===== src/rtl/magnetometer_minmax_calibrator_assert.svh =====
// assertion macros for the magnetometer min/max calibrator
// no dependencies; taken in by the files that carry assertions
`ifndef MAGNETOMETER_MINMAX_CALIBRATOR_ASSERT_SVH
`define MAGNETOMETER_MINMAX_CALIBRATOR_ASSERT_SVH

// condition must hold at every edge out of reset
`define MMCAL_ASSERT_ALWAYS(label, clk, rst, cond) \
   label: assert property (@(posedge clk) disable iff (rst) (cond)) \
      else $error("calibrator assertion failed");

// consequent must hold in the same cycle as the antecedent
`define MMCAL_ASSERT_IMPL(label, clk, rst, ante, cons) \
   label: assert property (@(posedge clk) disable iff (rst) (ante) |-> (cons)) \
      else $error("calibrator assertion failed");

// consequent must hold in the cycle after the antecedent
`define MMCAL_ASSERT_NEXT(label, clk, rst, ante, cons) \
   label: assert property (@(posedge clk) disable iff (rst) (ante) |=> (cons)) \
      else $error("calibrator assertion failed");

`endif


===== src/rtl/mmcal_pkg.sv =====
// shared constants of the magnetometer min/max calibrator
// no dependencies; imported by every module of the block
package mmcal_pkg;

   localparam int SAMPLE_BITS_DEF = 16;
   localparam int FRAC_BITS_DEF   = 16;
   localparam int INT_BITS        = 4;

   localparam int MODE_W   = 2;
   localparam int STATUS_W = 3;

   localparam logic [MODE_W-1:0] MODE_START   = 2'd0;
   localparam logic [MODE_W-1:0] MODE_WIDEN   = 2'd1;
   localparam logic [MODE_W-1:0] MODE_COEF    = 2'd2;
   localparam logic [MODE_W-1:0] MODE_CORRECT = 2'd3;

   localparam logic [STATUS_W-1:0] ST_CORRECTED = 3'd0;
   localparam logic [STATUS_W-1:0] ST_RECORDED  = 3'd1;
   localparam logic [STATUS_W-1:0] ST_READY     = 3'd2;
   localparam logic [STATUS_W-1:0] ST_DEGEN     = 3'd3;
   localparam logic [STATUS_W-1:0] ST_SAT       = 3'd4;

endpackage


===== src/rtl/mmcal_div.sv =====
// bit-serial restoring divider for the scale ratio (range_x << frac) / range_axis
// depends on mmcal_pkg; one quotient bit per cycle
module mmcal_div
   import mmcal_pkg::*;
#(
   parameter int SAMPLE_BITS = SAMPLE_BITS_DEF,
   parameter int FRAC_BITS   = FRAC_BITS_DEF
) (
   input  logic                           clock,
   input  logic                           reset,
   input  logic                           start,
   input  logic [SAMPLE_BITS-1:0]         dividend,
   input  logic [SAMPLE_BITS-1:0]         divisor,
   output logic                           done,
   output logic                           ovf,
   output logic [FRAC_BITS+INT_BITS-1:0]  quot
);

   localparam int SB = SAMPLE_BITS;
   localparam int FB = FRAC_BITS;
   localparam int QW = FB + INT_BITS;
   localparam int CW = $clog2(QW);
   localparam logic [CW-1:0] CNT_LAST = CW'(QW - 1);

   logic          busy_ff, busy_in;
   logic          done_ff, done_in;
   logic [CW-1:0] cnt_ff, cnt_in;
   logic [SB-1:0] rem_ff, rem_in;
   logic [QW-1:0] dsr_ff, dsr_in;
   logic [SB-1:0] dvs_ff, dvs_in;
   logic [QW-1:0] quot_ff, quot_in;
   logic          ovf_ff, ovf_in;

   logic [SB:0]   shifted;
   logic [SB:0]   diff;
   logic          ge;

   assign shifted = {rem_ff, dsr_ff[QW-1]};
   assign ge      = shifted >= {1'b0, dvs_ff};
   assign diff    = shifted - {1'b0, dvs_ff};

   always_comb begin
      busy_in = busy_ff;
      done_in = 1'b0;
      cnt_in  = cnt_ff;
      rem_in  = rem_ff;
      dsr_in  = dsr_ff;
      dvs_in  = dvs_ff;
      quot_in = quot_ff;
      ovf_in  = ovf_ff;
      if (start) begin
         // quotient of 16 or more cannot be held in the integer bits
         ovf_in  = {{INT_BITS{1'b0}}, dividend} >= {divisor, {INT_BITS{1'b0}}};
         rem_in  = dividend >> INT_BITS;
         dsr_in  = {dividend[INT_BITS-1:0], {FB{1'b0}}};
         dvs_in  = divisor;
         quot_in = '0;
         cnt_in  = '0;
         busy_in = 1'b1;
      end else if (busy_ff) begin
         rem_in  = ge ? diff[SB-1:0] : shifted[SB-1:0];
         dsr_in  = dsr_ff << 1;
         quot_in = {quot_ff[QW-2:0], ge};
         cnt_in  = cnt_ff + 1'b1;
         if (cnt_ff == CNT_LAST) begin
            busy_in = 1'b0;
            done_in = 1'b1;
         end
      end
   end

   always_ff @(posedge clock) begin
      if (reset) begin
         busy_ff <= 1'b0;
         done_ff <= 1'b0;
      end else begin
         busy_ff <= busy_in;
         done_ff <= done_in;
      end
   end

   always_ff @(posedge clock) begin
      cnt_ff  <= cnt_in;
      rem_ff  <= rem_in;
      dsr_ff  <= dsr_in;
      dvs_ff  <= dvs_in;
      quot_ff <= quot_in;
      ovf_ff  <= ovf_in;
   end

   assign done = done_ff;
   assign ovf  = ovf_ff;
   assign quot = quot_ff;

endmodule


===== src/rtl/mmcal_mul.sv =====
// bit-serial shift-add multiplier: |offset sample| times Q4.16 scale
// depends on mmcal_pkg; one multiplicand bit consumed per cycle
module mmcal_mul
   import mmcal_pkg::*;
#(
   parameter int SAMPLE_BITS = SAMPLE_BITS_DEF,
   parameter int FRAC_BITS   = FRAC_BITS_DEF
) (
   input  logic                                         clock,
   input  logic                                         reset,
   input  logic                                         start,
   input  logic [SAMPLE_BITS+1:0]                       mcand,
   input  logic [FRAC_BITS+INT_BITS-1:0]                mplier,
   output logic                                         done,
   output logic [SAMPLE_BITS+FRAC_BITS+INT_BITS+2:0]    prod
);

   localparam int AW = SAMPLE_BITS + 2;
   localparam int BW = FRAC_BITS + INT_BITS;
   localparam int CW = $clog2(AW);
   localparam logic [CW-1:0] CNT_LAST = CW'(AW - 1);

   logic          busy_ff, busy_in;
   logic          done_ff, done_in;
   logic [CW-1:0] cnt_ff, cnt_in;
   logic [BW:0]   acc_ff, acc_in;
   logic [AW-1:0] asr_ff, asr_in;
   logic [BW-1:0] b_ff, b_in;

   logic [BW:0]   sum;

   assign sum = acc_ff + (asr_ff[0] ? {1'b0, b_ff} : '0);

   always_comb begin
      busy_in = busy_ff;
      done_in = 1'b0;
      cnt_in  = cnt_ff;
      acc_in  = acc_ff;
      asr_in  = asr_ff;
      b_in    = b_ff;
      if (start) begin
         acc_in  = '0;
         asr_in  = mcand;
         b_in    = mplier;
         cnt_in  = '0;
         busy_in = 1'b1;
      end else if (busy_ff) begin
         // low product bits shift in behind the multiplicand bits
         acc_in = {1'b0, sum[BW:1]};
         asr_in = {sum[0], asr_ff[AW-1:1]};
         cnt_in = cnt_ff + 1'b1;
         if (cnt_ff == CNT_LAST) begin
            busy_in = 1'b0;
            done_in = 1'b1;
         end
      end
   end

   always_ff @(posedge clock) begin
      if (reset) begin
         busy_ff <= 1'b0;
         done_ff <= 1'b0;
      end else begin
         busy_ff <= busy_in;
         done_ff <= done_in;
      end
   end

   always_ff @(posedge clock) begin
      cnt_ff <= cnt_in;
      acc_ff <= acc_in;
      asr_ff <= asr_in;
      b_ff   <= b_in;
   end

   assign done = done_ff;
   assign prod = {acc_ff, asr_ff};

endmodule


===== src/rtl/magnetometer_minmax_calibrator.sv =====
// magnetometer min/max calibrator: hard and soft iron correction on three axes
// depends on mmcal_pkg, mmcal_div, mmcal_mul and the assertion macro header
//
// Each request on the req_ channel carries a mode and one X/Y/Z sample; each
// request gives exactly one response on the rsp_ channel. Mode 0 restarts the
// min/max record, mode 1 widens it, mode 2 derives offsets for X, Y and Z and
// Q4.16 scales for Y and Z, mode 3 returns a corrected sample.
// One request is worked on at a time; req_stall is high from acceptance
// until the response has been moved into the output register.
// From acceptance, modes 0 and 1 pass through EXEC and OUT; mode 2 passes
// through EXEC, COEF, DIVY, DIVZ and OUT, and mode 3 through EXEC, MULS,
// MULY, MULZ and OUT. Mode 2 runs the serial divider once for Y and once
// for Z; mode 3 runs the serial multiplier once for Y and once for Z. The
// next request can be taken the cycle after the response is registered.
// The output register lets a new request be accepted while the previous
// response is still stalled; a finished response waits in its last state
// while rsp_stall holds the output register full.
// Reset clears the records and offsets to zero and the scales to unity,
// and leaves no response pending.
`include "magnetometer_minmax_calibrator_assert.svh"

module magnetometer_minmax_calibrator
   import mmcal_pkg::*;
#(
   parameter int SAMPLE_BITS = SAMPLE_BITS_DEF,
   parameter int FRAC_BITS   = FRAC_BITS_DEF
) (
   input  logic                          clock,
   input  logic                          reset,
   input  logic                          req_valid,
   output logic                          req_stall,
   input  logic [MODE_W-1:0]             req_mode,
   input  logic signed [SAMPLE_BITS-1:0] req_mag_x,
   input  logic signed [SAMPLE_BITS-1:0] req_mag_y,
   input  logic signed [SAMPLE_BITS-1:0] req_mag_z,
   output logic                          rsp_valid,
   input  logic                          rsp_stall,
   output logic signed [SAMPLE_BITS-1:0] rsp_out_x,
   output logic signed [SAMPLE_BITS-1:0] rsp_out_y,
   output logic signed [SAMPLE_BITS-1:0] rsp_out_z,
   output logic [STATUS_W-1:0]           rsp_status
);

   localparam int SB   = SAMPLE_BITS;
   localparam int FB   = FRAC_BITS;
   localparam int QW   = FB + INT_BITS;
   localparam int AW   = SB + 2;
   localparam int PW   = QW + 1 + AW;
   localparam int QOUT = PW - (FB + 1);

   localparam logic [QW-1:0] SCALE_ONE = QW'(1) << FB;
   localparam logic [QW-1:0] SCALE_SAT = {QW{1'b1}};
   localparam logic [SB-1:0] SMP_MIN   = {1'b1, {(SB-1){1'b0}}};
   localparam logic [SB-1:0] SMP_MAX   = {1'b0, {(SB-1){1'b1}}};

   localparam logic [3:0] S_IDLE = 4'd0;
   localparam logic [3:0] S_EXEC = 4'd1;
   localparam logic [3:0] S_COEF = 4'd2;
   localparam logic [3:0] S_DIVY = 4'd3;
   localparam logic [3:0] S_DIVZ = 4'd4;
   localparam logic [3:0] S_MULS = 4'd5;
   localparam logic [3:0] S_MULY = 4'd6;
   localparam logic [3:0] S_MULZ = 4'd7;
   localparam logic [3:0] S_OUT  = 4'd8;

   logic [3:0]           state_ff, state_in;
   logic [MODE_W-1:0]    mode_ff, mode_in;
   logic signed [SB-1:0] smp_x_ff, smp_x_in;
   logic signed [SB-1:0] smp_y_ff, smp_y_in;
   logic signed [SB-1:0] smp_z_ff, smp_z_in;

   logic signed [SB-1:0] min_ff [3];
   logic signed [SB-1:0] min_in [3];
   logic signed [SB-1:0] max_ff [3];
   logic signed [SB-1:0] max_in [3];
   logic [SB-1:0]        rng_ff [3];
   logic [SB-1:0]        rng_in [3];
   logic [QW-1:0]        scale_ff [2];
   logic [QW-1:0]        scale_in [2];
   logic signed [SB:0]   offx_ff, offx_in;
   logic signed [SB+1:0] offyz_ff [2];
   logic signed [SB+1:0] offyz_in [2];

   logic                 degen_ff, degen_in;
   logic                 sat_ff, sat_in;
   logic signed [SB+2:0] uy_ff, uy_in;
   logic signed [SB+2:0] uz_ff, uz_in;
   logic [SB-1:0]        res_x_ff, res_x_in;
   logic [SB-1:0]        res_y_ff, res_y_in;
   logic [SB-1:0]        res_z_ff, res_z_in;

   logic                 rsp_valid_ff, rsp_valid_in;
   logic [SB-1:0]        rsp_x_ff, rsp_x_in;
   logic [SB-1:0]        rsp_y_ff, rsp_y_in;
   logic [SB-1:0]        rsp_z_ff, rsp_z_in;
   logic [STATUS_W-1:0]  rsp_st_ff, rsp_st_in;

   // datapath
   logic [SB:0]          rng_diff [3];
   logic signed [SB:0]   offx_calc;
   logic signed [SB+1:0] offy_calc, offz_calc;
   logic signed [SB+2:0] uy_calc, uz_calc;
   logic signed [SB+1:0] xs;
   logic                 x_ovf;
   logic [SB-1:0]        x_clip;

   logic                 div_start, div_done, div_ovf;
   logic [SB-1:0]        div_dvs, div_axis_rng;
   logic [QW-1:0]        div_q;
   logic                 div_nz;
   logic [QW-1:0]        scale_new;

   logic                 mul_start, mul_done;
   logic signed [SB+2:0] u_sel;
   logic [SB+2:0]        u_neg;
   logic [AW-1:0]        u_abs;
   logic [QW-1:0]        mul_b;
   logic [PW-1:0]        mul_p;
   logic                 clamp_neg;
   logic [QOUT-1:0]      q_raw, q_lim;
   logic                 q_over;
   logic [SB-1:0]        q_clip, q_res;

   always_comb begin
      for (int i = 0; i < 3; i++) begin
         rng_diff[i] = {max_ff[i][SB-1], max_ff[i]} - {min_ff[i][SB-1], min_ff[i]};
      end
   end

   // offsets as minus the midpoint; Y/Z kept in half-units of the fraction
   assign offx_calc = {2'b00, rng_ff[0][SB-1:1]} - {max_ff[0][SB-1], max_ff[0]};
   assign offy_calc = {2'b00, rng_ff[1]} - {max_ff[1][SB-1], max_ff[1], 1'b0};
   assign offz_calc = {2'b00, rng_ff[2]} - {max_ff[2][SB-1], max_ff[2], 1'b0};

   assign uy_calc = {smp_y_ff[SB-1], smp_y_ff[SB-1], smp_y_ff, 1'b0}
                  + {offyz_ff[0][SB+1], offyz_ff[0]};
   assign uz_calc = {smp_z_ff[SB-1], smp_z_ff[SB-1], smp_z_ff, 1'b0}
                  + {offyz_ff[1][SB+1], offyz_ff[1]};

   assign xs     = {{2{smp_x_ff[SB-1]}}, smp_x_ff} + {offx_ff[SB], offx_ff};
   assign x_ovf  = !((&xs[SB+1:SB-1]) || !(|xs[SB+1:SB-1]));
   assign x_clip = x_ovf ? (xs[SB+1] ? SMP_MIN : SMP_MAX) : xs[SB-1:0];

   assign div_start    = (state_ff == S_COEF) || (state_ff == S_DIVY && div_done);
   assign div_dvs      = (state_ff == S_COEF) ? rng_ff[1] : rng_ff[2];
   assign div_axis_rng = (state_ff == S_DIVY) ? rng_ff[1] : rng_ff[2];
   assign div_nz       = (rng_ff[0] != '0) && (div_axis_rng != '0);
   assign scale_new    = !div_nz ? SCALE_ONE : (div_ovf ? SCALE_SAT : div_q);

   mmcal_div #(
      .SAMPLE_BITS (SAMPLE_BITS),
      .FRAC_BITS   (FRAC_BITS)
   ) u_div (
      .clock    (clock),
      .reset    (reset),
      .start    (div_start),
      .dividend (rng_ff[0]),
      .divisor  (div_dvs),
      .done     (div_done),
      .ovf      (div_ovf),
      .quot     (div_q)
   );

   assign mul_start = (state_ff == S_MULS) || (state_ff == S_MULY && mul_done);
   assign u_sel     = (state_ff == S_MULS) ? uy_ff : uz_ff;
   assign u_neg     = -u_sel;
   assign u_abs     = u_sel[SB+2] ? u_neg[SB+1:0] : u_sel[SB+1:0];
   assign mul_b     = (state_ff == S_MULS) ? scale_ff[0] : scale_ff[1];

   mmcal_mul #(
      .SAMPLE_BITS (SAMPLE_BITS),
      .FRAC_BITS   (FRAC_BITS)
   ) u_mul (
      .clock  (clock),
      .reset  (reset),
      .start  (mul_start),
      .mcand  (u_abs),
      .mplier (mul_b),
      .done   (mul_done),
      .prod   (mul_p)
   );

   // magnitude truncates toward zero, then clamps to the signed sample range
   assign clamp_neg = (state_ff == S_MULY) ? uy_ff[SB+2] : uz_ff[SB+2];
   assign q_raw     = mul_p[PW-1:FB+1];
   assign q_lim     = clamp_neg ? {{(QOUT-SB){1'b0}}, SMP_MIN}
                                : {{(QOUT-SB){1'b0}}, SMP_MAX};
   assign q_over    = q_raw > q_lim;
   assign q_clip    = q_over ? q_lim[SB-1:0] : q_raw[SB-1:0];
   assign q_res     = clamp_neg ? -q_clip : q_clip;

   always_comb begin
      state_in     = state_ff;
      mode_in      = mode_ff;
      smp_x_in     = smp_x_ff;
      smp_y_in     = smp_y_ff;
      smp_z_in     = smp_z_ff;
      min_in       = min_ff;
      max_in       = max_ff;
      rng_in       = rng_ff;
      scale_in     = scale_ff;
      offx_in      = offx_ff;
      offyz_in     = offyz_ff;
      degen_in     = degen_ff;
      sat_in       = sat_ff;
      uy_in        = uy_ff;
      uz_in        = uz_ff;
      res_x_in     = res_x_ff;
      res_y_in     = res_y_ff;
      res_z_in     = res_z_ff;
      rsp_valid_in = rsp_valid_ff && rsp_stall;
      rsp_x_in     = rsp_x_ff;
      rsp_y_in     = rsp_y_ff;
      rsp_z_in     = rsp_z_ff;
      rsp_st_in    = rsp_st_ff;

      unique case (state_ff)
         S_IDLE: begin
            if (req_valid) begin
               mode_in  = req_mode;
               smp_x_in = req_mag_x;
               smp_y_in = req_mag_y;
               smp_z_in = req_mag_z;
               state_in = S_EXEC;
            end
         end
         S_EXEC: begin
            sat_in = 1'b0;
            unique case (mode_ff)
               MODE_START: begin
                  min_in[0] = smp_x_ff;
                  min_in[1] = smp_y_ff;
                  min_in[2] = smp_z_ff;
                  max_in[0] = smp_x_ff;
                  max_in[1] = smp_y_ff;
                  max_in[2] = smp_z_ff;
                  state_in  = S_OUT;
               end
               MODE_WIDEN: begin
                  if (smp_x_ff < min_ff[0]) min_in[0] = smp_x_ff;
                  if (smp_y_ff < min_ff[1]) min_in[1] = smp_y_ff;
                  if (smp_z_ff < min_ff[2]) min_in[2] = smp_z_ff;
                  if (smp_x_ff > max_ff[0]) max_in[0] = smp_x_ff;
                  if (smp_y_ff > max_ff[1]) max_in[1] = smp_y_ff;
                  if (smp_z_ff > max_ff[2]) max_in[2] = smp_z_ff;
                  state_in = S_OUT;
               end
               MODE_COEF: begin
                  for (int i = 0; i < 3; i++) begin
                     rng_in[i] = rng_diff[i][SB-1:0];
                  end
                  state_in = S_COEF;
               end
               MODE_CORRECT: begin
                  res_x_in = x_clip;
                  sat_in   = x_ovf;
                  uy_in    = uy_calc;
                  uz_in    = uz_calc;
                  state_in = S_MULS;
               end
            endcase
         end
         S_COEF: begin
            offx_in     = offx_calc;
            offyz_in[0] = offy_calc;
            offyz_in[1] = offz_calc;
            degen_in    = (rng_ff[0] == '0) || (rng_ff[1] == '0) || (rng_ff[2] == '0);
            state_in    = S_DIVY;
         end
         S_DIVY: begin
            if (div_done) begin
               scale_in[0] = scale_new;
               sat_in      = sat_ff || (div_nz && div_ovf);
               state_in    = S_DIVZ;
            end
         end
         S_DIVZ: begin
            if (div_done) begin
               scale_in[1] = scale_new;
               sat_in      = sat_ff || (div_nz && div_ovf);
               state_in    = S_OUT;
            end
         end
         S_MULS: begin
            state_in = S_MULY;
         end
         S_MULY: begin
            if (mul_done) begin
               res_y_in = q_res;
               sat_in   = sat_ff || q_over;
               state_in = S_MULZ;
            end
         end
         S_MULZ: begin
            if (mul_done) begin
               res_z_in = q_res;
               sat_in   = sat_ff || q_over;
               state_in = S_OUT;
            end
         end
         S_OUT: begin
            if (!rsp_valid_ff || !rsp_stall) begin
               rsp_valid_in = 1'b1;
               rsp_x_in     = (mode_ff == MODE_CORRECT) ? res_x_ff : '0;
               rsp_y_in     = (mode_ff == MODE_CORRECT) ? res_y_ff : '0;
               rsp_z_in     = (mode_ff == MODE_CORRECT) ? res_z_ff : '0;
               unique case (mode_ff)
                  MODE_START:   rsp_st_in = ST_RECORDED;
                  MODE_WIDEN:   rsp_st_in = ST_RECORDED;
                  MODE_COEF:    rsp_st_in = degen_ff ? ST_DEGEN
                                                     : (sat_ff ? ST_SAT : ST_READY);
                  MODE_CORRECT: rsp_st_in = sat_ff ? ST_SAT : ST_CORRECTED;
               endcase
               state_in = S_IDLE;
            end
         end
         default: begin
            state_in = S_IDLE;
         end
      endcase
   end

   always_ff @(posedge clock) begin
      if (reset) begin
         state_ff     <= S_IDLE;
         rsp_valid_ff <= 1'b0;
         for (int i = 0; i < 3; i++) begin
            min_ff[i] <= '0;
            max_ff[i] <= '0;
         end
         scale_ff[0] <= SCALE_ONE;
         scale_ff[1] <= SCALE_ONE;
         offx_ff     <= '0;
         offyz_ff[0] <= '0;
         offyz_ff[1] <= '0;
      end else begin
         state_ff     <= state_in;
         rsp_valid_ff <= rsp_valid_in;
         min_ff       <= min_in;
         max_ff       <= max_in;
         scale_ff     <= scale_in;
         offx_ff      <= offx_in;
         offyz_ff     <= offyz_in;
      end
   end

   always_ff @(posedge clock) begin
      mode_ff   <= mode_in;
      smp_x_ff  <= smp_x_in;
      smp_y_ff  <= smp_y_in;
      smp_z_ff  <= smp_z_in;
      rng_ff    <= rng_in;
      degen_ff  <= degen_in;
      sat_ff    <= sat_in;
      uy_ff     <= uy_in;
      uz_ff     <= uz_in;
      res_x_ff  <= res_x_in;
      res_y_ff  <= res_y_in;
      res_z_ff  <= res_z_in;
      rsp_x_ff  <= rsp_x_in;
      rsp_y_ff  <= rsp_y_in;
      rsp_z_ff  <= rsp_z_in;
      rsp_st_ff <= rsp_st_in;
   end

   assign req_stall  = (state_ff != S_IDLE);
   assign rsp_valid  = rsp_valid_ff;
   assign rsp_out_x  = $signed(rsp_x_ff);
   assign rsp_out_y  = $signed(rsp_y_ff);
   assign rsp_out_z  = $signed(rsp_z_ff);
   assign rsp_status = rsp_st_ff;

   `MMCAL_ASSERT_IMPL(a_div_done_in_coef, clock, reset, div_done, state_ff == S_DIVY || state_ff == S_DIVZ)
   `MMCAL_ASSERT_IMPL(a_mul_done_in_corr, clock, reset, mul_done, state_ff == S_MULY || state_ff == S_MULZ)
   `MMCAL_ASSERT_NEXT(a_scale_held, clock, reset, state_ff != S_DIVY && state_ff != S_DIVZ, $stable(scale_ff[0]) && $stable(scale_ff[1]))
   `MMCAL_ASSERT_ALWAYS(a_min_not_above_max, clock, reset, min_ff[0] <= max_ff[0] && min_ff[1] <= max_ff[1] && min_ff[2] <= max_ff[2])

endmodule


===== config.mk =====
export PLATFORM = sky130hd
export DESIGN_NAME = magnetometer_minmax_calibrator
export DESIGN_NICKNAME = d
export VERILOG_FILES = /design/src/rtl/mmcal_pkg.sv /design/src/rtl/mmcal_div.sv /design/src/rtl/mmcal_mul.sv /design/src/rtl/magnetometer_minmax_calibrator.sv
export VERILOG_INCLUDE_DIRS = /design/src /design/src/rtl
export SDC_FILE = /design/constraint.sdc
export NUM_CORES = 1
export LEC_CHECK = 0
export BUFFER_PORTS_ARGS = -buffer_cell sky130_fd_sc_hd__buf_2
export CORE_MARGIN = 5
export CORE_UTILIZATION = 63
export DETAILED_ROUTE_END_ITERATION = 8
export PLACE_DENSITY_LB_ADDON = 0.08
export SETUP_SLACK_MARGIN = 0.4
export SLEW_MARGIN = 15
export SYNTH_ARGS = -nofsm -noshare
export SYNTH_HDL_FRONTEND = slang
export SYNTH_SLANG_ARGS = --single-unit

===== constraint.sdc =====
create_clock -name clock -period 5.1 [get_ports clock]
set_input_delay 0.765 -clock clock [delete_from_list [all_inputs] [get_ports clock]]
set_output_delay 0.765 -clock clock [all_outputs]
set_load 0.01 [all_outputs]

* After elaboration in Yosys (flattened, before gate mapping)
Index checks and enable logic that the tools add are counted.
** Storage, ports and cells
- Flip-flop bits (word level) :: 560
- Input bits :: 54
- Output and inout bits :: 53
- Word-level logic and storage cells :: 206
** Cells by class
- Add/sub/neg operators :: 15
- $lt $le $gt $ge :: 9
- Equal/unequal tests :: 27
- Multiplexer cells :: 55
- Bitwise gates (word level) :: 2
- Reductions and logical operators :: 52
** Operators by type and width (number)
- $mux 16 :: 14
- $pmux 48 s2 :: 2
- $mux 20 :: 6
- $sub 16x16->16 :: 4
- $mux 18 :: 3
- $gt 16x16->1 :: 3
- $logic_not 16->1 :: 3
- $lt 16x16->1 :: 3
- $add 17x18->19 :: 2
- $pmux 4 s9 :: 1
- $sub 17x17->18 :: 2
- $reduce_bool 16->1 :: 2
- $mux 12 :: 2
- $mux 4 :: 6
- $reduce_and 3->1 :: 8
- $add 20x21->21 :: 1
- $gt 21x16->1 :: 1
- $ge 16x20->1 :: 1
- $mux 19 :: 1
- $add 16x17->18 :: 1
- $neg 18->18 :: 1
- $ge 17x16->1 :: 1
- $sub 16x16->17 :: 1
- $eq 4x3->1 const B :: 4
- other kinds (28) :: 87

* Longest topological paths before layout
Gate-level depths: netlist of the first run.
- Word-level depth :: 8
- Depth in mapped cells :: 25
- Gate-level depth less buffers :: 20

* By module
A second synthesis of the first run with hierarchy kept.
** Second synthesis, totals
- Cell total of the unflattened synthesis :: 3451
- Area, all modules :: 33026.7 µm²
** By module, submodules not included
- magnetometer_minmax_calibrator :: instances 1, cells each 2767, area each 25936.1 µm², sequential area each 11000.6 µm²
- mmcal_div :: instances 1, cells each 360, area each 3612.2 µm², sequential area each 1611.5 µm²
- mmcal_mul :: instances 1, cells each 324, area each 3478.3 µm², sequential area each 1681.6 µm²

* Worst setup path after synthesis of the first run
No wires, ideal clock.
- Kind :: reg2reg
- Start :: register state_ff[0]
- End :: register res_y_ff[12], data pin
- Library setup time :: 0.261 ns
- Data arrival time :: 4.442 ns
- Data required time :: 4.839 ns
- Setup slack :: 0.397 ns
- Cell stages (with the launch flop) :: 24
- Path buffers :: 5
- Period minus slack after synthesis :: 4.703 ns
- Cells stage by stage :: dfxtp_1 > buf_2 > nand2b_1 > nor3_1 > mux2_2 > clkbuf_1 > ha_1 > nor2b_1 > o21a_1 > o21a_1 > o21ai_0 > a2111oi_0 > o21a_1 > buf_2 > buf_2 > nand2_1 > o21ai_0 > inv_1 > ha_1 > clkbuf_1 > and3b_2 > o21ai_0 > a22oi_1 > o22a_1
** On the way
- Longest elaborated chain between the ends :: 7
** Ends and longest elaborated chain
- start: declaration :: line magnetometer_minmax_calibrator.sv:66 : logic [3:0] state_ff, state_in;
- start signal: assignment :: line magnetometer_minmax_calibrator.sv:337 : state_ff <= state_in;
- $eq 4x3->1 (*) :: line magnetometer_minmax_calibrator.sv:184 : assign clamp_neg = (state_ff == S_MULY) ? uy_ff[SB+2] : uz_ff[SB+2];
- $mux 1 (*) :: line magnetometer_minmax_calibrator.sv:184
- $mux 16 (*) :: line magnetometer_minmax_calibrator.sv:186 : assign q_lim = clamp_neg ? {{(QOUT-SB){1'b0}}, SMP_MIN}
- $gt 21x16->1 :: line magnetometer_minmax_calibrator.sv:188 : assign q_over = q_raw > q_lim;
- $mux 16 (*) :: line magnetometer_minmax_calibrator.sv:189 : assign q_clip = q_over ? q_lim[SB-1:0] : q_raw[SB-1:0];
- net q_clip[0] :: line magnetometer_minmax_calibrator.sv:122 : logic [SB-1:0] q_clip, q_res;
- $neg 16->16 (*) :: line magnetometer_minmax_calibrator.sv:190 : assign q_res = clamp_neg ? -q_clip : q_clip;
- $mux 16 (*) :: line magnetometer_minmax_calibrator.sv:190
- net q_res[12] :: line magnetometer_minmax_calibrator.sv:122
- end signal: assignment :: line magnetometer_minmax_calibrator.sv:358 : res_y_ff <= res_y_in;
- end: declaration :: line magnetometer_minmax_calibrator.sv:89 : logic [SB-1:0] res_y_ff, res_y_in;
Mark *: on every way through the listed nets, which the timed path passes. The rest lies on a longest branch.
A chain may end at the register's enable or synchronous reset.

* Worst setup path in the final report of the first run
- Start :: register state_ff[0]
- End :: register res_z_ff[12], data pin
** On the way
- Longest elaborated chain between the ends :: 7
** Ends and longest elaborated chain
- $eq 4x3->1 (*) :: line magnetometer_minmax_calibrator.sv:184
- $mux 1 (*) :: line magnetometer_minmax_calibrator.sv:184
- $mux 16 (*) :: line magnetometer_minmax_calibrator.sv:186
- $gt 21x16->1 :: line magnetometer_minmax_calibrator.sv:188
- $mux 16 (*) :: line magnetometer_minmax_calibrator.sv:189
- net q_clip[0] :: line magnetometer_minmax_calibrator.sv:122
- $neg 16->16 (*) :: line magnetometer_minmax_calibrator.sv:190
- $mux 16 (*) :: line magnetometer_minmax_calibrator.sv:190
- net q_res[12] :: line magnetometer_minmax_calibrator.sv:122
- end signal: assignment :: line magnetometer_minmax_calibrator.sv:359 : res_z_ff <= res_z_in;
- end: declaration :: line magnetometer_minmax_calibrator.sv:90 : logic [SB-1:0] res_z_ff, res_z_in;
Marks and branches as above.

==> results of run 1 <==
how the worst min path moves through the flow:
stage,from,to,slack [ns]
floorplan,offyz_ff[18],uy_ff[0],0.41
global placement,offyz_ff[18],uy_ff[0],0.42
detailed placement,offyz_ff[0],uz_ff[0],0.43
CTS,req_mag_z[1],smp_z_ff[1],0.28
global route,req_mag_z[6],smp_z_ff[6],0.29
finish,req_mag_z[0],smp_z_ff[0],0.31
layout make-up:
cell class	count	area share [%]
flip-flops and latches	560	39.9
clock buffers	73	4.55
well taps	680	2.37
repair buffers	142	2.25
clock inverters	36	1.07
multi-input cells	2473	47.6
inverters	215	2.25
stage by stage:
stage	util [%]	area, sq um	total power, mW	std cells	worst slack (ns)
6_report	69.9	35800	18.1	4179	0.699
3_5_place_dp	65.9	33800	13.6	4069	0.250
3_3_place_gp	65.9	33800	13.3	4069	0.428
2_1_floorplan	-	32600	11.8	3368	0.523
5_1_grt	69.9	35800	19.3	4179	0.406
4_1_cts	69.8	35800	18.1	4178	0.447
what timing repair did:
item                                    in CTS  in global routing
gates resized for setup                      3                  4
buffers inserted                             0                  1
pin swaps                                    0                  1
endpoints found under the setup margin       9                 14
cell families after synthesis:
family / count (synthesis) / synth area share, %
buffers and inverters: 335 / 4.11
multiplexers: 161 / 5.01
adder cells (fa/ha/maj): 314 / 12.3
AO/OA/AOI/OAI: 681 / 13.3
flip-flops: 560 / 43.8
AND/OR/NAND/NOR: 1146 / 16.9
XOR/XNOR: 171 / 4.59
placed cells by master (no fill, tap or decap), drive strengths merged, types with 8 or more instances in the layout:
master	count
ha	303
buf	142
nor4	23
nor2b	41
a31oi	21
clkbuf	73
and2	26
a211o	9
inv	218
xnor2	126
a21o	57
nand3	49
nand2b	123
o211ai	19
nor2	339
a211oi	31
nor3	83
and3	69
o311ai	8
dfxtp	252
o21bai	16
a21boi	12
o31ai	10
mux2i	155
a21oi	227
o21ai	163
or3	32
nand4	30
nand2	293
xor2	45
nand3b	9
or2	9
o21a	41
edfxtp	308
fa	11
clkinv	22
where the power goes:
part | leakage [nW] | total (mW) | switching (mW) | internal, mW
Clock | 0.989 | 4.44 | 1.82 | 2.62
Sequential | 4.87 | 6.68 | 0.787 | 5.90
Combinational | 8.33 | 7.01 | 3.99 | 3.02
flip-flops by register name (all words and copies together), names as in the netlist, 16 cells and up:
name          flops
rsp_out_y        16
min_ff           48
u_mul.asr_ff     18
smp_z_ff         16
res_x_ff         16
u_mul.acc_ff     20
res_z_ff         16
rsp_out_z        16
smp_x_ff         16
u_div.quot       20
res_y_ff         16
u_div.dvs_ff     16
smp_y_ff         16
u_div.rem_ff     16
scale_ff         40
rng_ff           48
max_ff           48
uz_ff            19
uy_ff            19
offx_ff          17
offyz_ff         36
u_mul.b_ff       20
rsp_out_x        16
worst max-delay path: stages (launching register included):
cell	delay, ns
dfxtp_1	0.42
nand2b_1	0.25
nor3_1	0.21
mux2_4	0.44
ha_1	0.33
nor2b_1	0.16
o21a_1	0.12
o21a_1	0.10
o21ai_0	0.11
a2111oi_2	0.42
o21a_2	0.24
nand2_2	0.13
o21ai_0	0.16
inv_1	0.08
ha_2	0.24
and3b_2	0.25
o21ai_0	0.16
a22oi_1	0.10
o22a_1	0.22
metal layers:
| layer | vias to the layer above | global-route usage, % | routed length (um) |
|---|---|---|---|
| met3 | 144 | 3.61 | 4690 |
| met4 | 0 | 8.12 | 2330 |
| li1 | 12200 | - | - |
| met5 | - | 0 | 0 |
| met2 | 755 | 45.6 | 37000 |
| met1 | 11800 | 38.9 | 35800 |
==> metrics.cfg, run 1 <==
[pwr]
p_leak_nw=14.2
power.density_nw_per_um2=506
ir_drop_mv=0.395

[routing]
ant_nets=0
first_pass_iters=6
drc=0
routed_wl_mm=79.8
dr.first_iter.drc_count=1823
post_drt_wl_per_cell_um=19.1
vias=24900
viasPerCell=5.95

[timing]
min_period_ns=4.40
max_freq_mhz=227
slew_violations=0
timing.slew.headroom_pct=22.0
hold_ws_ns=0.308
fin_crit_sh_pct=86.3
tightest_slew_ns=1.17
rsz0062_at_grt=no
hold_viol=0
finClkSkew_ns=0.0157
finalSetupTns_ns=0
setup_viol=0

[floorplan]
core_sq_um=51300
start_util_pct=63.6
ios=107
die-area_sq_um=56400
num_rows=83
die_h_um=238
die_x_um=238

[clocking]
clk_pin_slew_ns=0.06
numCtsBuffers=58
htree_levels=2
cts_tree=built
clk_latency_ns=0.63
cts_buffer_depth=3
hold_buffers=0
root_buffer=clkbuf_16
cts.sinks=560

[synthesis]
synthCells=3368
syn_area_sq_um=32600
yosysMostFrequentCell=nor2_1
synth_top_cells_by_count=nor2_1, edfxtp_1, ha_1
ys.warnings.count=0
synthesis.nets=3736
yosysTopAreaCellShare_pct=28.3
synth_seq_cells=560
seq_area_frac_synth_pct=43.8
synth_edf_count=308
syn_avg_cell_area_sq_um=9.69
synth_ff_type=edfxtp_1
yosys-top-cells-area=edfxtp_1, dfxtp_1, ha_1
synth_top_area_cell=edfxtp_1
async_reset_ff_share_pct=0
yosysUniqueCellTypes=86

[worst_hold_path]
hold_class=input pin to flip-flop
whs_path_depth=1

[finish]
multi_input_area_sq_um=17100
num-nets-final=3818
ff_latch_area_sq_um=14300
num_antenna_cells=0
areaGrowthSynthToFinish_pct=9.84
drive_above_1_share_pct=8.32
fill_cells=3921

[critical_path]
cp_max_fo=19
cp.arrival_ns=4.77
reg2reg_to=res_z_ff[12]
worst-endpoint-required_ns=5.47
reg2reg_slack_ns=0.70
cp-start-kind=flip-flop
worst_setup_path_end_kind=flip-flop
startpoint=state_ff[0]
reg2regPathDepth=18
worst-setup-path-type=flip-flop to flip-flop
timing.rr.start=state_ff[0]
crit_path_end=res_z_ff[12]

[outcome]
status=completed

[global_routing]
grt_pass1_wl_mm=128
grt_max_degree=76
grt_pass1_vias=24400
grt_usage_pct=27.7
antenna_found_initial=0
grt.overflow.total=0

[placement]
place_congestion=0.933
port_buffers=106
hpwl_mm=58.9

[flow_run]
maxCapViolations=0

(Power assumes the default switching activity.)
==> run 2, diff against run 1 <==
Clock period 5.1 ns to 4.25 ns, I/O delays scaled along.
==> run 2 against run 1 <==
Die area is the same. Cell count up 0.24%. Utilization is 0.32 points higher. Critical path type unchanged.
==> metrics.cfg, run 2 (synthesized netlist as in run 1, its figures left out) <==
[outcome]
status=completed

[routing]
post_drt_wl_per_cell_um=18.7
drc=0
vias=24700
dr.first_iter.drc_count=1966
viasPerCell=5.89
first_pass_iters=6
routed_wl_mm=78.2
ant_nets=0

[global_routing]
grt_max_degree=107
grt.overflow.total=0
grt_usage_pct=27.1
grt_pass1_vias=24400
grt_pass1_wl_mm=126
antenna_found_initial=0

[timing]
finalSetupTns_ns=0
tightest_slew_ns=1.05
fin_ws_ns=0.513
hold_viol=0
max_freq_mhz=268
min_period_ns=3.74
slew_violations=0
timing.slew.headroom_pct=29.8
finClkSkew_ns=0.0334
fin_crit_sh_pct=87.9
setup_viol=0
rsz0062_at_grt=yes

[critical_path]
cp.arrival_ns=4.17
worst-setup-path-type=flip-flop to flip-flop
worst_path_max_delay_cell=mux2_4
reg2reg_slack_ns=0.51
worst_setup_path_end_kind=flip-flop
path_cells=nand2b_4 -> nor3_4 -> mux2_4 -> ha_4 -> nor2b_2 -> o21a_1 -> o21a_1 -> o21ai_2 -> a2111oi_4 -> o21a_2 -> nand2_4 -> a21boi_4 -> ha_4 -> buf_4 -> a21oi_1 -> xor2_1 -> nor2_1 -> a31oi_1
cp-start-kind=flip-flop
cp_max_fo=7
max_stage_delay_ns=0.40
reg2regPathDepth=18
worst-endpoint-required_ns=4.68

[finish]
fin_util_pct=70.2
num_antenna_cells=0
reg.largest.list=max_ff: 48 flops, min_ff: 48 flops, rng_ff: 48 flops
final_cell_mix=nor2_1, edfxtp_1, ha_1
drive_above_1_share_pct=8.55
areaGrowthSynthToFinish_pct=10.4
layout_commonest_cell=nor2_1
num-nets-final=3829
fill_cells=3880

[clocking]
cts.sinks=560
hold_buffers=0
htree_levels=2
cts_buffer_depth=3
root_buffer=clkbuf_16
clk_pin_slew_ns=0.06
cts_tree=built
clk_latency_ns=0.62
numCtsBuffers=59

[floorplan]
die_x_um=238
start_util_pct=63.6
ios=107
core_sq_um=51300
die_h_um=238
num_rows=83
die-area_sq_um=56400

[pwr]
power_frac_seq_pct=36.9
ir_drop_mv=0.481
power.density_nw_per_um2=602
clkPwrFrac_pct=24.1
netSwitchingFraction_pct=36.0
total_power_mw=21.7
comb_power_share_pct=39.0
p_leak_nw=14.2
p_int_mw=13.9
p_switching_mw=7.80

[placement]
port_buffers=106
dp_worst_setup_slack_ns=0.250
place_congestion=0.916
hpwl_mm=57.6

[worst_hold_path]
hold_class=input pin to flip-flop
whs_path_depth=1

[flow_run]
maxCapViolations=0

==> run 2: changes by cell type in the layout (fill, tap and decap cells not counted), moves of 4 or more <==
cell | before | now
buf_4 | 36 | 42
clkbuf_1 | 5 | 20
clkinv_2 | 12 | 5
clkinvlp_4 | 4 | 0
o21ai_0 | 153 | 147
o21ai_1 | 10 | 14
o311ai_0 | 6 | 2
o311ai_1 | 2 | 6
==> run 2: critical path: cells and delay by family, from the launching register on <==
kind	cells	cell delay, ns
buffers and inverters	1	0.15
muxes	1	0.40
and+or+nand+nor	5	0.67
DFF	1	0.31
AOI/OAI and AO/OA	8	1.35
adders and majority gates	2	0.49
xor gates and xnor gates	1	0.16
==> run 2: final timing paths <==
kind / startpoint / endpoint
hold / removal: req_mag_y[15] / smp_y_ff[15]
setup reg to reg: state_ff[0] / res_y_ff[4]
setup / recovery: state_ff[0] / res_y_ff[4]
hold reg to reg: offyz_ff[0] / uz_ff[0]
==> run 2: layer usage <==
layer  global-route usage [%]  up-vias  share of wire, %
li1                         -    12200                 -
met4                     8.66        0               2.7
met2                     44.7      706                47
met1                     37.6    11600                45
met5                        0        -                 0
met3                     3.56      150               5.3
==> run 2: timing repair <==
action                     CTS  global route
setup endpoints to repair    8            22
cloned                       2             0
pin swaps                    1             4
resized for setup            4            19
buffers inserted             4             3
==> run 2: power by group through the flow <==
stage | Sequential (mW) | Combinational [mW] | Clock [mW]
final | 8.01 | 8.46 | 5.22
after floorplan | 7.76 | 6.52 | 0
after CTS | 7.99 | 8.35 | 5.32
after global routing | 8.09 | 9.42 | 5.56
after global placement | 8.06 | 7.95 | 0
after detailed placement | 8.09 | 8.26 | 0
==> run 2: area by class of cell <==
type	instances	area (sq um)	area share, %
clock inverters	23	292	0.810
flip-flops and latches	560	14300	39.7
well taps	680	851	2.36
inverters	215	807	2.24
repair buffers	150	883	2.45
multi-input cells	2475	17200	47.8
clock buffers	86	1670	4.64
==> run 2: metrics by stage <==
step           instance area, sq um  instances  hold WS [ns]
2_1_floorplan                 32800       3368         0.408
3_3_place_gp                  33900       4071         0.427
3_5_place_dp                  33900       4071         0.433
4_1_cts                       35900       4186         0.148
5_1_grt                       36000       4189         0.163
6_report                      36000       4189         0.189
==> run 3, diff against run 2 <==
Settings changed: ABC_AREA set to 1, CTS_CLUSTER_DIAMETER set to 30.
==> run 3 against run 2 <==
Global-route usage rose by 1.3 points. Sequential power rose by 5.1%. First-iteration DRC count fell by 12%. Synthesized cell count rose by 14%. Combinational power rose by 19%. Clock skew rose by 0.0053 ns. Sequential share of layout area fell by 1.8 points. Worst hold slack got worse by 0.048 ns. Via count rose by 8.0%. Non-clock buffer count fell by 8. Largest cell class unchanged. Largest power group unchanged. Highest routed layer is now met5.
==> metrics.cfg, run 3 <==
[timing]
min_period_ns=3.53
fin_crit_sh_pct=83.0
max_freq_mhz=283
hold_viol=0
slew_violations=0
rsz0062_at_grt=no
setup_viol=0
finalSetupTns_ns=0
finClkSkew_ns=0.0388
tightest_slew_ns=1.02
timing.slew.headroom_pct=31.7

[critical_path]
crit_top_cell=nand2_1
crit_path_end=res_y_ff[10]
reg2reg_to=res_y_ff[10]
worst-endpoint-required_ns=4.67
worst_setup_path_end_kind=flip-flop
cp.arrival_ns=3.95
worst-setup-path-type=flip-flop to flip-flop
timing.rr.start=state_ff[1]
reg2regPathDepth=21
path_cells=inv_1 -> nor2_2 -> nand2_2 -> o21ai_4 -> buf_12 -> inv_2 -> ha_1 -> nand4_1 -> nor4_1 -> nand2_1 -> nand2_1 -> clkinvlp_4 -> o21ai_0 -> inv_1 -> ha_2 -> nand3_2 -> nand2_1 -> nand2_1 -> nor2_4 -> o21ai_1 -> inv_1
cp_max_fo=14
worst_path_max_delay_cell=dfxtp_2
cp-start-kind=flip-flop
max_stage_delay_ns=0.37
startpoint=state_ff[1]
reg2reg_slack_ns=0.72

[synthesis]
synth_edf_count=308
synth_top_area_cell=edfxtp_1
yosys-top-cells-area=edfxtp_1, dfxtp_1, ha_1
yosysTopAreaCellShare_pct=28.6
seq_area_frac_synth_pct=44.2
synth_seq_cells=560
async_reset_ff_share_pct=0
synthCells=3853
syn_area_sq_um=32300
synth_ff_type=edfxtp_1
syn_avg_cell_area_sq_um=8.39
ys.warnings.count=0
yosysUniqueCellTypes=58
yosysMostFrequentCell=nand2_1
synthesis.nets=4221
synth_top_cells_by_count=nand2_1, inv_1, a21oi_1

[floorplan]
die_x_um=237
die-area_sq_um=56000
die_h_um=237
start_util_pct=63.3
num_rows=83
ios=107
core_sq_um=51100

[finish]
reg.largest.list=max_ff: 48 flops, min_ff: 48 flops, rng_ff: 48 flops
final_cell_mix=nand2_1, inv_1, a21oi_1
layout_commonest_cell=nand2_1
num-nets-final=4373
drive_above_1_share_pct=10.3
areaGrowthSynthToFinish_pct=16.6

[outcome]
status=completed

[placement]
hpwl_mm=58.8
place_congestion=0.923
port_buffers=106

[routing]
drc=0
ant_nets=0
first_pass_iters=6
routed_wl_mm=81.5
viasPerCell=5.56
vias=26700
dr.first_iter.drc_count=1736
post_drt_wl_per_cell_um=17.0

[pwr]
clkPwrFrac_pct=32.9
ir_drop_mv=0.553
comb_power_share_pct=36.6
p_int_mw=17.1
total_power_mw=27.6
p_switching_mw=10.5
netSwitchingFraction_pct=38.1
p_leak_nw=16.8
power_frac_seq_pct=30.5
power.density_nw_per_um2=733

[clocking]
cts.sinks=560
cts_buffer_depth=3
numCtsBuffers=118
clk_pin_slew_ns=0.06
root_buffer=clkbuf_16
clk_latency_ns=0.67
hold_buffers=0
cts_tree=built
htree_levels=3

[flow_run]
maxCapViolations=0

[global_routing]
grt.overflow.total=0
antenna_found_initial=1
grt_max_degree=83
grt_pass1_vias=26000
grt_usage_pct=28.4
grt_pass1_wl_mm=131

[worst_hold_path]
hold_class=input pin to flip-flop

-- run 3: cell types whose count changed in the layout (fill, tap and decap cells not counted), moves of 47 or more --
cell	delta
nand2b_1	-122
xnor2_1	-71
and3_1	-67
xor2_1	+54
inv_1	+302
nand2_1	+451
clkbuf_16	+60
a21oi_1	+182
mux2i_1	-153
nand3_1	+153
nor3_1	-47
o21ai_0	+148
nor2_1	-79
-- run 3: repair_timing --
action	4_1_cts	5_1_grt
endpoints found under the setup margin	16	26
resized for setup	3	12
pin swaps	0	2
setup buffers	0	2
cloned	0	1
-- run 3: worst min path at each step --
stage / startpoint / end / slack (ns) / cells past startpoint
finish: req_mag_x[13] / smp_x_ff[13] / 0.14 / 1
global route: req_mag_x[0] / smp_x_ff[0] / 0.11 / 1
CTS: req_mag_z[2] / smp_z_ff[2] / 0.11 / 1
detailed placement: offyz_ff[18] / uy_ff[0] / 0.45 / 0
global placement: u_div.quot[19] / u_div.quot[19] / 0.44 / 2
floorplan: offyz_ff[0] / uz_ff[0] / 0.40 / 0
-- run 3: cell families (layout without fill, tap and decap cells) --
| group | Yosys count | count (layout) | synth area share, % |
|---|---|---|---|
| muxes | 2 | 2 | 0.0658 |
| AOI/OAI and AO/OA | 855 | 855 | 14.2 |
| other | 0 | 2 | 0 |
| DFF | 560 | 560 | 44.2 |
| and+or+nand+nor | 1337 | 1337 | 17.3 |
| adders and majority gates | 314 | 314 | 12.4 |
| buffers and inverters | 631 | 889 | 7.57 |
| xor gates and xnor gates | 154 | 154 | 4.17 |
-- run 3: final cells by class --
cell class	instances	area (sq um)
diodes	2	5.00
clock buffers	137	3140
clock inverters	89	935
fillers	3951	13400
inverters	521	1960
multi-input cells	2662	15700
flip-flops and latches	560	14300
well taps	680	851
repair buffers	142	833
-- run 3: worst max-delay path, delay by kind of cell (launching register included) --
family | cells | cell delay [ns]
AOI/OAI and AO/OA | 3 | 0.51
DFF | 1 | 0.37
and+or+nand+nor | 10 | 1.26
adders and majority gates | 2 | 0.50
buffers and inverters | 6 | 0.64
-- run 3: metal layers --
| metal | GRT usage, % | wire length [um] | vias to the layer above | part of all wire [%] |
|---|---|---|---|---|
| met5 | 0 | 8 | - | 0.0098 |
| met1 | 36.0 | 34400 | 12300 | 42 |
| met4 | 11.0 | 3220 | 2 | 3.9 |
| met3 | 5.17 | 4710 | 205 | 5.8 |
| li1 | - | - | 13400 | - |
| met2 | 48.6 | 39200 | 756 | 48 |
-- run 3: stage by stage --
stage | instance area, sq um | setup slack, ns | cells | util [%] | hold slack [ns]
floorplan | 32300 | 0.613 | 3853 | - | 0.403
global placement | 33500 | 0.341 | 4562 | 65.6 | 0.436
detailed placement | 33500 | 0.206 | 4562 | 65.6 | 0.445
CTS | 37600 | 0.464 | 4788 | 73.6 | 0.114
global route | 37700 | 0.383 | 4791 | 73.8 | 0.113
finish | 37700 | 0.722 | 4793 | 73.8 | 0.141
-- run 3: power groups by stage --
stage	clock network [mW]	registers (mW)	logic, mW
after global routing	9.49	8.51	11.5
after detailed placement	0	8.47	9.88
final	9.10	8.42	10.1
after global placement	0	8.45	9.69
after CTS	9.19	8.39	10.0
after floorplan	0	8.11	7.61
